## config.mk

```make
export PLATFORM = sky130hd
export DESIGN_NAME = music_macro_tune_parser
export DESIGN_NICKNAME = d
export VERILOG_FILES = /design/src/mmtp_pkg.sv /design/src/music_macro_tune_parser.sv /design/src/mmtp_div.sv
export SDC_FILE = /design/constraint.sdc
export NUM_CORES = 1
export LEC_CHECK = 0
export BUFFER_PORTS_ARGS = -buffer_cell sky130_fd_sc_hd__buf_4
export CAP_MARGIN = 20
export CORE_ASPECT_RATIO = 1.2
export CORE_UTILIZATION = 40
export DETAILED_ROUTE_END_ITERATION = 6
export GPL_TIMING_DRIVEN = 0
export SLEW_MARGIN = 40
export SYNTH_ARGS = -nofsm -noshare
export SYNTH_HDL_FRONTEND = slang
export SYNTH_SLANG_ARGS = --single-unit
```

## constraint.sdc

```tcl
create_clock -name clk -period 10.2 [get_ports clk]
set_input_delay 0 -clock clk [delete_from_list [all_inputs] [get_ports clk]]
set_output_delay 0 -clock clk [all_outputs]
set_load 0.005 [all_outputs]
```

## src/mmtp_pkg.sv

```systemverilog
`default_nettype none
package mmtp_pkg;

  localparam int DVD_W = 28;
  localparam logic [DVD_W-1:0] WHOLE_NOTE_US = 28'd240000000;

  localparam int NUMBER_BITS_DEF = 16;
  localparam int DOT_LIMIT_DEF   = 31;
  localparam int VOLUME_MAX_DEF  = 100;

  localparam logic [6:0]  NOTE_COUNT = 7'd84;
  localparam logic [7:0]  TEMPO_MIN  = 8'd32;
  localparam logic [7:0]  TEMPO_MAX  = 8'd255;
  localparam logic [2:0]  OCTAVE_MAX = 3'd6;
  localparam logic [23:0] DUR_MAX    = 24'hFFFFFF;

  localparam logic [1:0] ST_NOTE   = 2'd0;
  localparam logic [1:0] ST_STOP   = 2'd1;
  localparam logic [1:0] ST_REPEAT = 2'd2;
  localparam logic [1:0] ST_ERROR  = 2'd3;

  typedef struct packed {
    logic [1:0]  status;
    logic [12:0] freq;
    logic [23:0] dur;
    logic [23:0] sil;
    logic [6:0]  level;
  } res_t;

  // floor(880 * 2^((n-46)/12)) for notes 1..84
  localparam logic [12:0] FREQ_ROM [0:83] = '{
    13'd65,   13'd69,   13'd73,   13'd77,   13'd82,   13'd87,
    13'd92,   13'd97,   13'd103,  13'd110,  13'd116,  13'd123,
    13'd130,  13'd138,  13'd146,  13'd155,  13'd164,  13'd174,
    13'd184,  13'd195,  13'd207,  13'd220,  13'd233,  13'd246,
    13'd261,  13'd277,  13'd293,  13'd311,  13'd329,  13'd349,
    13'd369,  13'd391,  13'd415,  13'd440,  13'd466,  13'd493,
    13'd523,  13'd554,  13'd587,  13'd622,  13'd659,  13'd698,
    13'd739,  13'd783,  13'd830,  13'd880,  13'd932,  13'd987,
    13'd1046, 13'd1108, 13'd1174, 13'd1244, 13'd1318, 13'd1396,
    13'd1479, 13'd1567, 13'd1661, 13'd1760, 13'd1864, 13'd1975,
    13'd2093, 13'd2217, 13'd2349, 13'd2489, 13'd2637, 13'd2793,
    13'd2959, 13'd3135, 13'd3322, 13'd3520, 13'd3729, 13'd3951,
    13'd4186, 13'd4434, 13'd4698, 13'd4978, 13'd5274, 13'd5587,
    13'd5919, 13'd6271, 13'd6644, 13'd7040, 13'd7458, 13'd7902
  };

  // semitone offset of letters A..G within an octave that starts at C
  function automatic logic [3:0] semitone_of(input logic [2:0] letter);
    logic [3:0] s;
    unique case (letter)
      3'd0:    s = 4'd9;
      3'd1:    s = 4'd11;
      3'd2:    s = 4'd0;
      3'd3:    s = 4'd2;
      3'd4:    s = 4'd4;
      3'd5:    s = 4'd5;
      3'd6:    s = 4'd7;
      default: s = 4'd0;
    endcase
    return s;
  endfunction

endpackage
`default_nettype wire

```

## src/music_macro_tune_parser.sv

```systemverilog
`default_nettype none
// Music-macro tune parser.
// Feed the tune one ASCII character per input request (in_valid/in_ch, held
// by in_stall); a 0 character marks the end of the string. Each character
// yields zero, one or two result requests on the out_ channel (status,
// frequency, duration, silence, level), with out_final_res set on the last
// one caused by that character. A note or rest is resolved by the first
// character that cannot extend it, so results lag the note by one character.
// A character that resolves a note or rest makes two passes through the
// shared bit-serial divider (load, 28 quotient bits, done; whole note by
// tempo, then by length), then adds a halving extension once per dot.
// in_stall stays high until every result of the character sits in the output
// register or has been taken; one character is in work at a time.
// A stalled result holds in the output register; the parser holds in_stall
// until it can hand over the next one.
// Reset clears the parser, restores octave 4, tempo 120, length 4, normal
// mode and volume 100. Write the default registers over the cfg_ port
// (byte address 4 * register index) only while the block is idle.
module music_macro_tune_parser #(
  parameter int NUMBER_BITS = mmtp_pkg::NUMBER_BITS_DEF,
  parameter int DOT_LIMIT   = mmtp_pkg::DOT_LIMIT_DEF,
  parameter int VOLUME_MAX  = mmtp_pkg::VOLUME_MAX_DEF
) (
  input  wire logic        clk,
  input  wire logic        rst_n,
  input  wire logic        in_valid,
  output logic             in_stall,
  input  wire logic [7:0]  in_ch,
  output logic             out_valid,
  input  wire logic        out_stall,
  output logic [1:0]       out_status,
  output logic [12:0]      out_frequency_hz,
  output logic [23:0]      out_duration_us,
  output logic [23:0]      out_silence_us,
  output logic [6:0]       out_level,
  output logic             out_final_res,
  input  wire logic        cfg_psel,
  input  wire logic        cfg_penable,
  input  wire logic        cfg_pwrite,
  input  wire logic [4:0]  cfg_paddr,
  input  wire logic [31:0] cfg_pwdata,
  output logic [31:0]      cfg_prdata,
  output logic             cfg_pready
);

  localparam int NB = NUMBER_BITS;
  localparam int LW = (NUMBER_BITS > 16) ? NUMBER_BITS : 16;
  localparam int NW = NUMBER_BITS + 4;
  localparam int DW = mmtp_pkg::DVD_W;

  // sequencer states
  localparam logic [3:0] S_IDLE  = 4'd0;
  localparam logic [3:0] S_PARSE = 4'd1;
  localparam logic [3:0] S_D1GO  = 4'd2;
  localparam logic [3:0] S_D1W   = 4'd3;
  localparam logic [3:0] S_D2GO  = 4'd4;
  localparam logic [3:0] S_D2W   = 4'd5;
  localparam logic [3:0] S_GAP   = 4'd6;
  localparam logic [3:0] S_DOT   = 4'd7;
  localparam logic [3:0] S_PUT   = 4'd8;
  localparam logic [3:0] S_DRAIN = 4'd9;

  // parser phases
  localparam logic [2:0] PH_IDLE    = 3'd0;
  localparam logic [2:0] PH_MODESEL = 3'd1;
  localparam logic [2:0] PH_ACCID   = 3'd2;
  localparam logic [2:0] PH_NUMBER  = 3'd3;
  localparam logic [2:0] PH_DOTS    = 3'd4;

  // pending command kinds
  localparam logic [2:0] K_NONE  = 3'd0;
  localparam logic [2:0] K_LEN   = 3'd1;
  localparam logic [2:0] K_OCT   = 3'd2;
  localparam logic [2:0] K_TEMPO = 3'd3;
  localparam logic [2:0] K_PAUSE = 3'd4;
  localparam logic [2:0] K_NNOTE = 3'd5;
  localparam logic [2:0] K_TONE  = 3'd6;

  // articulation modes
  localparam logic [1:0] MODE_NORMAL   = 2'd0;
  localparam logic [1:0] MODE_LEGATO   = 2'd1;
  localparam logic [1:0] MODE_STACCATO = 2'd2;

  // register indexes
  localparam logic [2:0] REG_LENGTH = 3'd0;
  localparam logic [2:0] REG_OCTAVE = 3'd1;
  localparam logic [2:0] REG_TEMPO  = 3'd2;
  localparam logic [2:0] REG_MODE   = 3'd3;
  localparam logic [2:0] REG_VOLUME = 3'd4;

  localparam logic [NB-1:0] NUM_MAX = '1;

  // configuration registers
  logic [7:0] dlen_r, dlen_nxt;
  logic [2:0] doct_r, doct_nxt;
  logic [7:0] dtempo_r, dtempo_nxt;
  logic [1:0] dmode_r, dmode_nxt;
  logic [6:0] vol_r, vol_nxt;

  // parser state
  logic [3:0]    state_r, state_nxt;
  logic [7:0]    ch_r, ch_nxt;
  logic [2:0]    phase_r, phase_nxt;
  logic [2:0]    kind_r, kind_nxt;
  logic [NB-1:0] accum_r, accum_nxt;
  logic [4:0]    dots_r, dots_nxt;
  logic [6:0]    note_r, note_nxt;
  logic [15:0]   len_r, len_nxt;
  logic [2:0]    oct_r, oct_nxt;
  logic [7:0]    tempo_r, tempo_nxt;
  logic [1:0]    mode_r, mode_nxt;
  logic          rep_r, rep_nxt;
  logic          halt_r, halt_nxt;

  // timing datapath
  logic [LW-1:0] elen_r, elen_nxt;
  logic          rest_r, rest_nxt;
  logic [24:0]   p_r, p_nxt;
  logic [23:0]   ext_r, ext_nxt;
  logic [23:0]   sil_r, sil_nxt;
  logic [4:0]    dcnt_r, dcnt_nxt;

  // result slots and output register
  mmtp_pkg::res_t slot_r [2];
  mmtp_pkg::res_t slot_nxt [2];
  logic [1:0]     rcnt_r, rcnt_nxt;
  logic           idx_r, idx_nxt;
  mmtp_pkg::res_t out_res_r, out_res_nxt;
  logic           out_final_r, out_final_nxt;
  logic           out_valid_r, out_valid_nxt;

  // shared divider
  logic          div_start;
  logic [DW-1:0] div_dvd;
  logic [LW-1:0] div_dvs;
  logic          div_done;
  logic [DW-1:0] div_q;

  logic [7:0]    tempo_cl;
  logic [LW-1:0] elen_nz;
  logic [6:0]    vol_cl;

  assign tempo_cl = (tempo_r < mmtp_pkg::TEMPO_MIN) ? mmtp_pkg::TEMPO_MIN : tempo_r;
  assign elen_nz  = (elen_r == '0) ? LW'(1) : elen_r;
  assign vol_cl   = ({1'b0, vol_r} > 8'(VOLUME_MAX)) ? 7'(VOLUME_MAX) : vol_r;

  assign div_start = (state_r == S_D1GO) || (state_r == S_D2GO);
  assign div_dvd   = (state_r == S_D2GO) ? div_q : mmtp_pkg::WHOLE_NOTE_US;
  assign div_dvs   = (state_r == S_D2GO) ? elen_nz : LW'(tempo_cl);

  mmtp_div #(
    .DVD_W (DW),
    .DVS_W (LW)
  ) u_div (
    .clk      (clk),
    .rst_n    (rst_n),
    .start    (div_start),
    .dividend (div_dvd),
    .divisor  (div_dvs),
    .done     (div_done),
    .quotient (div_q)
  );

  function automatic mmtp_pkg::res_t mk_res(input logic [1:0] st, input logic [12:0] f,
                                            input logic [23:0] d, input logic [23:0] s,
                                            input logic [6:0] lv);
    mmtp_pkg::res_t r;
    r.status = st;
    r.freq   = f;
    r.dur    = d;
    r.sil    = s;
    r.level  = (f == '0 || d == '0) ? 7'd0 : lv;
    return r;
  endfunction

  // configuration port
  logic cfg_wr;
  assign cfg_wr     = cfg_psel && cfg_penable && cfg_pwrite;
  assign cfg_pready = 1'b1;

  always_comb begin
    dlen_nxt   = dlen_r;
    doct_nxt   = doct_r;
    dtempo_nxt = dtempo_r;
    dmode_nxt  = dmode_r;
    vol_nxt    = vol_r;
    cfg_prdata = '0;
    unique case (cfg_paddr[4:2])
      REG_LENGTH: cfg_prdata = 32'(dlen_r);
      REG_OCTAVE: cfg_prdata = 32'(doct_r);
      REG_TEMPO:  cfg_prdata = 32'(dtempo_r);
      REG_MODE:   cfg_prdata = 32'(dmode_r);
      REG_VOLUME: cfg_prdata = 32'(vol_r);
      default:    cfg_prdata = '0;
    endcase
    if (cfg_wr) begin
      unique case (cfg_paddr[4:2])
        REG_LENGTH: dlen_nxt   = cfg_pwdata[7:0];
        REG_OCTAVE: doct_nxt   = cfg_pwdata[2:0];
        REG_TEMPO:  dtempo_nxt = cfg_pwdata[7:0];
        REG_MODE:   dmode_nxt  = cfg_pwdata[1:0];
        REG_VOLUME: vol_nxt    = cfg_pwdata[6:0];
        default:    ;
      endcase
    end
  end

  // sequencer and parser
  logic [7:0]    c;
  logic [7:0]    c_in;
  logic          is_digit;
  logic [NW-1:0] num_v;
  logic          do_fail;
  logic          do_end;
  logic          done;
  logic          put_en;
  mmtp_pkg::res_t put_res;
  logic [23:0]   base;
  logic [23:0]   gap;
  logic [23:0]   per;
  logic [23:0]   dsat;
  logic [2:0]    oc;
  logic          out_load;

  always_comb begin
    state_nxt     = state_r;
    ch_nxt        = ch_r;
    phase_nxt     = phase_r;
    kind_nxt      = kind_r;
    accum_nxt     = accum_r;
    dots_nxt      = dots_r;
    note_nxt      = note_r;
    len_nxt       = len_r;
    oct_nxt       = oct_r;
    tempo_nxt     = tempo_r;
    mode_nxt      = mode_r;
    rep_nxt       = rep_r;
    halt_nxt      = halt_r;
    elen_nxt      = elen_r;
    rest_nxt      = rest_r;
    p_nxt         = p_r;
    ext_nxt       = ext_r;
    sil_nxt       = sil_r;
    dcnt_nxt      = dcnt_r;
    slot_nxt      = slot_r;
    rcnt_nxt      = rcnt_r;
    idx_nxt       = idx_r;
    out_res_nxt   = out_res_r;
    out_final_nxt = out_final_r;
    out_valid_nxt = out_valid_r && out_stall;
    do_fail       = 1'b0;
    do_end        = 1'b0;
    done          = 1'b0;
    put_en        = 1'b0;
    put_res       = '0;
    c             = ch_r;
    is_digit      = (c >= "0") && (c <= "9");
    num_v         = (NW'(accum_r) << 3) + (NW'(accum_r) << 1) + NW'(c - "0");
    oc            = (oct_r > mmtp_pkg::OCTAVE_MAX) ? mmtp_pkg::OCTAVE_MAX : oct_r;
    base          = 24'(div_q);
    gap           = '0;
    per           = '0;
    dsat          = p_r[24] ? mmtp_pkg::DUR_MAX : p_r[23:0];
    c_in          = in_ch;
    out_load      = !out_valid_r || !out_stall;

    unique case (state_r)
      S_IDLE: begin
        if (in_valid) begin
          // drop everything up to the end marker after an error
          if (halt_r) begin
            if (in_ch == 8'd0) halt_nxt = 1'b0;
          end else if (!(in_ch == " " || (in_ch >= 8'd9 && in_ch <= 8'd13))) begin
            if (in_ch >= "a" && in_ch <= "z") c_in = in_ch - 8'd32;
            ch_nxt    = c_in;
            state_nxt = S_PARSE;
          end
        end
      end

      S_PARSE: begin
        unique case (phase_r)
          PH_MODESEL: begin
            done      = 1'b1;
            phase_nxt = PH_IDLE;
            priority if (c == "N") mode_nxt = MODE_NORMAL;
            else if (c == "L") mode_nxt = MODE_LEGATO;
            else if (c == "S") mode_nxt = MODE_STACCATO;
            else if (c == "F") rep_nxt = 1'b0;
            else if (c == "B") rep_nxt = 1'b1;
            else do_fail = 1'b1;
          end
          PH_ACCID: begin
            phase_nxt = PH_NUMBER;
            accum_nxt = '0;
            if (c == "#" || c == "+") begin
              if (note_r < mmtp_pkg::NOTE_COUNT) note_nxt = note_r + 7'd1;
              done = 1'b1;
            end else if (c == "-") begin
              if (note_r > 7'd1) note_nxt = note_r - 7'd1;
              done = 1'b1;
            end
          end
          PH_NUMBER: begin
            if (is_digit) begin
              accum_nxt = (num_v > NW'(NUM_MAX)) ? NUM_MAX : num_v[NB-1:0];
              done      = 1'b1;
            end else begin
              phase_nxt = PH_IDLE;
              if (kind_r == K_LEN) begin
                if (accum_r == '0) do_fail = 1'b1;
                else len_nxt = (LW'(accum_r) > LW'(16'hFFFF)) ? 16'hFFFF : 16'(accum_r);
              end else if (kind_r == K_OCT) begin
                oct_nxt = (accum_r > NB'(mmtp_pkg::OCTAVE_MAX)) ?
                          mmtp_pkg::OCTAVE_MAX : accum_r[2:0];
              end else if (kind_r == K_TEMPO) begin
                if (accum_r >= NB'(mmtp_pkg::TEMPO_MIN) && accum_r <= NB'(mmtp_pkg::TEMPO_MAX))
                  tempo_nxt = accum_r[7:0];
                else
                  do_fail = 1'b1;
              end else if (kind_r == K_NNOTE && accum_r > NB'(mmtp_pkg::NOTE_COUNT)) begin
                do_fail = 1'b1;
              end else if (kind_r == K_PAUSE || kind_r == K_NNOTE || kind_r == K_TONE) begin
                if (kind_r == K_NNOTE) note_nxt = accum_r[6:0];
                dots_nxt  = '0;
                phase_nxt = PH_DOTS;
              end
            end
          end
          PH_DOTS: begin
            if (c == ".") begin
              if (dots_r < 5'(DOT_LIMIT)) dots_nxt = dots_r + 5'd1;
              done = 1'b1;
            end else if (kind_r == K_PAUSE) begin
              rest_nxt  = 1'b1;
              elen_nxt  = LW'(accum_r);
              state_nxt = S_D1GO;
            end else if (kind_r == K_NNOTE && note_r == '0) begin
              rest_nxt  = 1'b1;
              elen_nxt  = LW'(len_r);
              state_nxt = S_D1GO;
            end else if (note_r == '0 || note_r > mmtp_pkg::NOTE_COUNT) begin
              // nothing to sound: resolve and handle the character as a command
              phase_nxt = PH_IDLE;
              kind_nxt  = K_NONE;
            end else begin
              rest_nxt  = 1'b0;
              elen_nxt  = (kind_r == K_TONE && accum_r != '0) ? LW'(accum_r) : LW'(len_r);
              state_nxt = S_D1GO;
            end
          end
          default: begin
            done      = 1'b1;
            phase_nxt = PH_IDLE;
            kind_nxt  = K_NONE;
            priority if (c == 8'd0) begin
              do_end = 1'b1;
            end else if (c == "<") begin
              if (oct_r > 3'd0) oct_nxt = oct_r - 3'd1;
            end else if (c == ">") begin
              if (oct_r < mmtp_pkg::OCTAVE_MAX) oct_nxt = oct_r + 3'd1;
            end else if (c == "L" || c == "O" || c == "T" || c == "P" || c == "N") begin
              accum_nxt = '0;
              phase_nxt = PH_NUMBER;
              priority if (c == "L") kind_nxt = K_LEN;
              else if (c == "O") kind_nxt = K_OCT;
              else if (c == "T") kind_nxt = K_TEMPO;
              else if (c == "P") kind_nxt = K_PAUSE;
              else kind_nxt = K_NNOTE;
            end else if (c == "M") begin
              phase_nxt = PH_MODESEL;
            end else if (c >= "A" && c <= "G") begin
              note_nxt  = 7'(mmtp_pkg::semitone_of(3'(c - "A"))) + 7'(oc) * 7'd12 + 7'd1;
              kind_nxt  = K_TONE;
              phase_nxt = PH_ACCID;
            end else begin
              do_fail = 1'b1;
            end
          end
        endcase

        if (do_end) begin
          put_en  = 1'b1;
          put_res = mk_res(rep_r ? mmtp_pkg::ST_REPEAT : mmtp_pkg::ST_STOP,
                           '0, '0, '0, vol_cl);
        end
        if (do_fail) begin
          done     = 1'b1;
          rep_nxt  = 1'b0;
          halt_nxt = (c != 8'd0);
          put_en   = 1'b1;
          put_res  = mk_res(mmtp_pkg::ST_ERROR, '0, '0, '0, vol_cl);
        end
        // restore the defaults after an end marker or an error
        if (do_end || do_fail) begin
          phase_nxt = PH_IDLE;
          kind_nxt  = K_NONE;
          accum_nxt = '0;
          dots_nxt  = '0;
          note_nxt  = '0;
          len_nxt   = 16'(dlen_r);
          oct_nxt   = (doct_r > mmtp_pkg::OCTAVE_MAX) ? mmtp_pkg::OCTAVE_MAX : doct_r;
          tempo_nxt = (dtempo_r < mmtp_pkg::TEMPO_MIN) ? mmtp_pkg::TEMPO_MIN : dtempo_r;
          mode_nxt  = dmode_r;
        end
        if (put_en) begin
          slot_nxt[rcnt_r[0]] = put_res;
          rcnt_nxt            = rcnt_r + 2'd1;
        end
        if (done) begin
          idx_nxt   = 1'b0;
          state_nxt = (rcnt_nxt != 2'd0) ? S_DRAIN : S_IDLE;
        end
      end

      S_D1GO: state_nxt = S_D1W;
      S_D1W:  if (div_done) state_nxt = S_D2GO;
      S_D2GO: state_nxt = S_D2W;
      S_D2W:  if (div_done) state_nxt = S_GAP;

      S_GAP: begin
        // take the articulation gap out of the period; rests keep it all
        if (!rest_r) begin
          unique case (mode_r)
            MODE_NORMAL:   gap = base >> 3;
            MODE_STACCATO: gap = base >> 2;
            default:       gap = '0;
          endcase
        end
        per       = base - gap;
        sil_nxt   = gap;
        p_nxt     = {1'b0, per};
        ext_nxt   = per >> 1;
        dcnt_nxt  = dots_r;
        state_nxt = S_DOT;
      end

      S_DOT: begin
        // each dot adds a halving extension
        if (dcnt_r != '0) begin
          p_nxt    = p_r + 25'(ext_r);
          ext_nxt  = ext_r >> 1;
          dcnt_nxt = dcnt_r - 5'd1;
        end else begin
          state_nxt = S_PUT;
        end
      end

      S_PUT: begin
        if (rest_r)
          put_res = mk_res(mmtp_pkg::ST_NOTE, '0, '0, dsat, vol_cl);
        else
          put_res = mk_res(mmtp_pkg::ST_NOTE, mmtp_pkg::FREQ_ROM[note_r - 7'd1],
                           dsat, sil_r, vol_cl);
        slot_nxt[rcnt_r[0]] = put_res;
        rcnt_nxt            = rcnt_r + 2'd1;
        phase_nxt           = PH_IDLE;
        kind_nxt            = K_NONE;
        state_nxt           = S_PARSE;
      end

      S_DRAIN: begin
        if (out_load) begin
          out_res_nxt   = slot_r[idx_r];
          out_final_nxt = ({1'b0, idx_r} == rcnt_r - 2'd1);
          out_valid_nxt = 1'b1;
          if ({1'b0, idx_r} == rcnt_r - 2'd1) begin
            rcnt_nxt  = '0;
            idx_nxt   = 1'b0;
            state_nxt = S_IDLE;
          end else begin
            idx_nxt = 1'b1;
          end
        end
      end

      default: state_nxt = S_IDLE;
    endcase
  end

  always_ff @(posedge clk) begin
    if (!rst_n) begin
      dlen_r      <= 8'd4;
      doct_r      <= 3'd4;
      dtempo_r    <= 8'd120;
      dmode_r     <= MODE_NORMAL;
      vol_r       <= 7'd100;
      state_r     <= S_IDLE;
      phase_r     <= PH_IDLE;
      kind_r      <= K_NONE;
      accum_r     <= '0;
      dots_r      <= '0;
      note_r      <= '0;
      len_r       <= 16'd4;
      oct_r       <= 3'd4;
      tempo_r     <= 8'd120;
      mode_r      <= MODE_NORMAL;
      rep_r       <= 1'b0;
      halt_r      <= 1'b0;
      rcnt_r      <= '0;
      idx_r       <= 1'b0;
      out_valid_r <= 1'b0;
    end else begin
      dlen_r      <= dlen_nxt;
      doct_r      <= doct_nxt;
      dtempo_r    <= dtempo_nxt;
      dmode_r     <= dmode_nxt;
      vol_r       <= vol_nxt;
      state_r     <= state_nxt;
      phase_r     <= phase_nxt;
      kind_r      <= kind_nxt;
      accum_r     <= accum_nxt;
      dots_r      <= dots_nxt;
      note_r      <= note_nxt;
      len_r       <= len_nxt;
      oct_r       <= oct_nxt;
      tempo_r     <= tempo_nxt;
      mode_r      <= mode_nxt;
      rep_r       <= rep_nxt;
      halt_r      <= halt_nxt;
      rcnt_r      <= rcnt_nxt;
      idx_r       <= idx_nxt;
      out_valid_r <= out_valid_nxt;
    end
    ch_r        <= ch_nxt;
    elen_r      <= elen_nxt;
    rest_r      <= rest_nxt;
    p_r         <= p_nxt;
    ext_r       <= ext_nxt;
    sil_r       <= sil_nxt;
    dcnt_r      <= dcnt_nxt;
    slot_r      <= slot_nxt;
    out_res_r   <= out_res_nxt;
    out_final_r <= out_final_nxt;
  end

  // accept only between characters
  assign in_stall         = (state_r != S_IDLE);
  assign out_valid        = out_valid_r;
  assign out_status       = out_res_r.status;
  assign out_frequency_hz = out_res_r.freq;
  assign out_duration_us  = out_res_r.dur;
  assign out_silence_us   = out_res_r.sil;
  assign out_level        = out_res_r.level;
  assign out_final_res    = out_final_r;

  a_slots_bounded: assert property (@(posedge clk) disable iff (!rst_n)
    rcnt_r != 2'd3)
    else $error("more than two results buffered for one character");

  a_div_done_waited: assert property (@(posedge clk) disable iff (!rst_n)
    div_done |-> (state_r == S_D1W || state_r == S_D2W))
    else $error("divider finished while sequencer was not waiting");

  a_halt_clean: assert property (@(posedge clk) disable iff (!rst_n)
    halt_r |-> (phase_r == PH_IDLE && kind_r == K_NONE))
    else $error("parser holds a pending command while skipping after an error");

  a_params_in_range: assert property (@(posedge clk) disable iff (!rst_n)
    oct_r <= mmtp_pkg::OCTAVE_MAX && tempo_r >= mmtp_pkg::TEMPO_MIN)
    else $error("octave or tempo out of range");

  a_drain_has_data: assert property (@(posedge clk) disable iff (!rst_n)
    (state_r == S_DRAIN) |-> (rcnt_r != 2'd0))
    else $error("draining with no buffered result");

endmodule
`default_nettype wire

```

## src/mmtp_div.sv

```systemverilog
`default_nettype none
module mmtp_div #(
  parameter int DVD_W = mmtp_pkg::DVD_W,
  parameter int DVS_W = 16
) (
  input  wire logic             clk,
  input  wire logic             rst_n,
  input  wire logic             start,
  input  wire logic [DVD_W-1:0] dividend,
  input  wire logic [DVS_W-1:0] divisor,
  output logic                  done,
  output logic [DVD_W-1:0]      quotient
);

  localparam int CW = $clog2(DVD_W + 1);

  logic [DVD_W-1:0] q_r, q_nxt;
  logic [DVS_W-1:0] rem_r, rem_nxt;
  logic [DVS_W-1:0] dvs_r, dvs_nxt;
  logic [CW-1:0]    cnt_r, cnt_nxt;
  logic             done_r, done_nxt;
  logic [DVS_W:0]   trial;
  logic [DVS_W:0]   diff;
  logic             ge;

  // one quotient bit per cycle, restoring
  assign trial = {rem_r, q_r[DVD_W-1]};
  assign ge    = trial >= {1'b0, dvs_r};
  assign diff  = trial - {1'b0, dvs_r};

  always_comb begin
    q_nxt    = q_r;
    rem_nxt  = rem_r;
    dvs_nxt  = dvs_r;
    cnt_nxt  = cnt_r;
    done_nxt = 1'b0;
    if (start) begin
      q_nxt   = dividend;
      rem_nxt = '0;
      dvs_nxt = divisor;
      cnt_nxt = CW'(DVD_W);
    end else if (cnt_r != '0) begin
      rem_nxt  = ge ? diff[DVS_W-1:0] : trial[DVS_W-1:0];
      q_nxt    = {q_r[DVD_W-2:0], ge};
      cnt_nxt  = cnt_r - CW'(1);
      done_nxt = (cnt_r == CW'(1));
    end
  end

  always_ff @(posedge clk) begin
    if (!rst_n) begin
      cnt_r  <= '0;
      done_r <= 1'b0;
    end else begin
      cnt_r  <= cnt_nxt;
      done_r <= done_nxt;
    end
    q_r   <= q_nxt;
    rem_r <= rem_nxt;
    dvs_r <= dvs_nxt;
  end

  assign done     = done_r;
  assign quotient = q_r;

endmodule
`default_nettype wire
```

==> metrics.md <==
| Metric | Value |
|---|---|
| Worst-path clk slew | 0.06 ns |
| CP max stage delay | 0.66 ns |
| Worst VDD drop | 0.153 mV |
| Synth Register Bits | 478 |
| Slew Limit Fails | 0 |
| Total net switching power | 3.01 mW |
| DR DRC count | 0 |
| Hold slack final | 0.0451 ns |
| Share of power burned in registers | 35.9% |
| Power consumption | 8.34 mW |
| Slowest CP cell | nor3b_1 |
| Worst slew pin tran | 0.894 ns |
| Post-Place Worst Slack | 5.02 ns |
| Clk_lat worst skew | 0.61 ns |
| DIE HEIGHT | 285 µm |
| Std cell rows | about 100 |
| Initial DRC count | 1,535 |
| WP data required | 10.53 ns |
| TNS Setup | 0 ns |
| Synth unique cells | 89 |
| CP top delay family | compound AO/OA/AOI/OAI gates |
| Clock share of power | between 20% and 30% |
| Setup CP Type | reg2reg |
| # diodes | 0 |
| Placed cells | 3,673 |
| Non-filler cells, final | 3,792 |
| Largest net degree at the start of global routing | 26 |
| Hold Path Class | in2reg |
| CTS Buffer Depth | 3 |
| Internal power | 5.33 mW |
| Vias in the first global route | ~21,000 |
| Final hold viol count | 0 |
| Slew HR | 39.6% |
| Pwr Density | 268 mW/mm² |
| Final Cycle Share | 51.2% |
| Synth Instances | 2,636 |
| Post-DP Area | 0.0290 mm² |
| DP Wirelength | 60.4 mm |
| Initial Util | 40.4% |
| Total congestion overflow | 0 |
| Worst path arrival time | around 5.6 ns |
| Sw Ratio | a little over a third |
| Routability cong. | 0.944 |
| Worst Skew | 0.0271 ns |
| CP Launch Type | flip-flop |
| Die X | 237 µm |
| Comb power frac | 39.6% |
| H-tree depth | 2 |
| CP max FO | 10 |
| Final core utilization | 47.2% |
| Die area | roughly 0.068 mm² |
| Count of flip-flops with a built-in enable after synthesis | 355 |
| Routed vias | 21,000 |
| # Max-Cap Violations | 0 |
| I/O Buffers | 105 |
| GRT Total Usage | 22.7% |
| Crit-path most repeated cell | clkbuf_1 |
| Final-stage net count | 3,038 |
| Status | finished clean |
| Final WL | 77.9 mm |
| Register area share after synthesis | between 40 and 50% |
| Core area | about 0.066 mm² |
| FFs w/ async S/R, synth | 0% |
| P&R area growth vs syn | 16.7% |
| Crit-path cells | clkbuf_1, nor3b_1, clkbuf_1, a22o_1, ha_1, nor2b_1, o31a_1, or4b_1, a221o_1, a311oi_1, o31ai_1, a211oi_1, xnor2_1, o21ai_0 |
| Mean Syn Cell Area | approximately 10 µm² |
| RSZ-0062 raised after global routing | false |
| Fraction of layout cells with a size suffix above 1 | 12.9% |
| Post-DRT Antenna Nets | 0 |
| Resized cells post-CTS | 0 |
| Dominant synthesized flop cell | edfxtp_1 |
| Clk sinks | approximately 480 |
| Yosys warns | 0 |
| Buf+Inv Stages, Crit Path | 2 |
| Peak Freq | 191 MHz |
| Post-DR wirelength/cell | around 21 µm |
| Setup crit end kind | flip-flop |
| Leakage | 11.9 nW |
| Initial antenna violation count | 0 |
| CTS tree | built |
| Root buffer cell | clkbuf_16 |
| Synthesized area | 0.0266 mm² |
| Fin worst setup slack | 4.98 ns |
| DR vias/cell | roughly 5.5 |
| Final design area excluding fillers | 0.0311 mm² |
| Global-route wire length before repair | 119 mm |
| Minimum clock period | ~5.2 ns |
| Num CTS Buffers | between 50 and 60 |
| Commonest non-fill, non-tap cell in the layout | edfxtp_1 |
| Io pins | about 160 |
| Most frequent cells in the layout | edfxtp_1 (355), nor2_1 (311), nand2_1 (251) |
| Final setup violation count | 0 |
| Drt pass-1 iters | 5 |
==> logic make-up (layout without fill, tap and decap cells) <==
| family | count (synthesis) | after routing | share of synthesized area (%) |
|---|---|---|---|
| and+or+nand+nor | 900 | 900 | 15.8 |
| xor gates and xnor gates | 92 | 92 | 3.03 |
| other | 2 | 25 | 0.0282 |
| muxes | 136 | 136 | 5.69 |
| buffers and inverters | 266 | 507 | 4.29 |
| adders and majority gates | 128 | 128 | 6.58 |
| DFF | 478 | 478 | 49.3 |
| AOI/OAI and AO/OA | 634 | 634 | 15.3 |
==> power groups by stage <==
stage | logic [mW] | registers, mW | clock network (mW)
6_report | 3.30 | 3.00 | 2.04
5_1_grt | 3.63 | 3.04 | 2.14
4_1_cts | 3.30 | 3.00 | 2.07
3_5_place_dp | 3.27 | 3.04 | 0
3_3_place_gp | 3.11 | 3.08 | 0
2_1_floorplan | 2.25 | 3.01 | 0
==> repair_timing <==
action                    in CTS  in global routing
hold endpoints to repair      62                  0
hold buffers                  24                  0
buffers inserted               0                  0
==> layer usage <==
| metal | routed length (µm) | GRT usage (%) | up-vias |
|---|---|---|---|
| met1 | 32300 | 27.4 | 10200 |
| met4 | 2870 | 8.87 | 0 |
| met2 | 39400 | 41.0 | 614 |
| met3 | 3280 | 2.35 | 152 |
| li1 | - | - | 10000 |
| met5 | 0 | 0 | - |
==> final timing paths <==
kind              slack (ns)         from  depth (start not counted)         to
setup / recovery        4.98       rest_r                         14    p_r[23]
setup reg to reg        4.98       rest_r                         14    p_r[23]
hold / removal          0.05  cfg_penable                          5  doct_r[2]
hold reg to reg         0.45    len_r[10]                          2  len_r[10]
==> Yosys cell counts, drive strengths merged (41+ instances only) <==
cell type	number	area share (%)
a211oi	41	1.2
mux2	93	3.9
clkbuf	120	1.7
edfxtp	355	40
dfxtp	123	9.3
o21ai	163	3.1
ha	108	5.1
nand3	67	1.3
nand2	251	3.5
buf	49	1.2
a21oi	173	3.3
inv	95	1.3
nor3	48	0.92
nor2	316	4.5
xnor2	56	1.8
==> state kept, by name, summed over array words and instances (netlist names), 22 cells and up <==
name and flops:
slot_r 140, u_div.quotient 28, p_r 25, out_duration_us 24, out_silence_us 24, ext_r 23
sil_r 22
==> worst register-to-register path: stages (launching register included) <==
cell and delay (ns):
edfxtp_1 0.36, clkbuf_1 0.35, nor3b_1 0.66, clkbuf_1 0.47
a22o_1 0.27, ha_1 0.20, nor2b_1 0.06, o31a_1 0.27
or4b_1 0.54, a221o_1 0.37, a311oi_1 0.48, o31ai_1 0.22
a211oi_1 0.31, xnor2_1 0.25, o21ai_0 0.13
==> layout make-up <==
type                       instances  area, µm²
tap                              892       1120
sequential                       478      13100
buffer                           170        786
clock inverter                    34        495
multi-input combinational       1915      12500
fill                            6085      34800
clock buffer                      61       1350
inverter                          96        360
timing repair buffer             146       1320
Note: power is estimated with default switching activity, not from simulation.
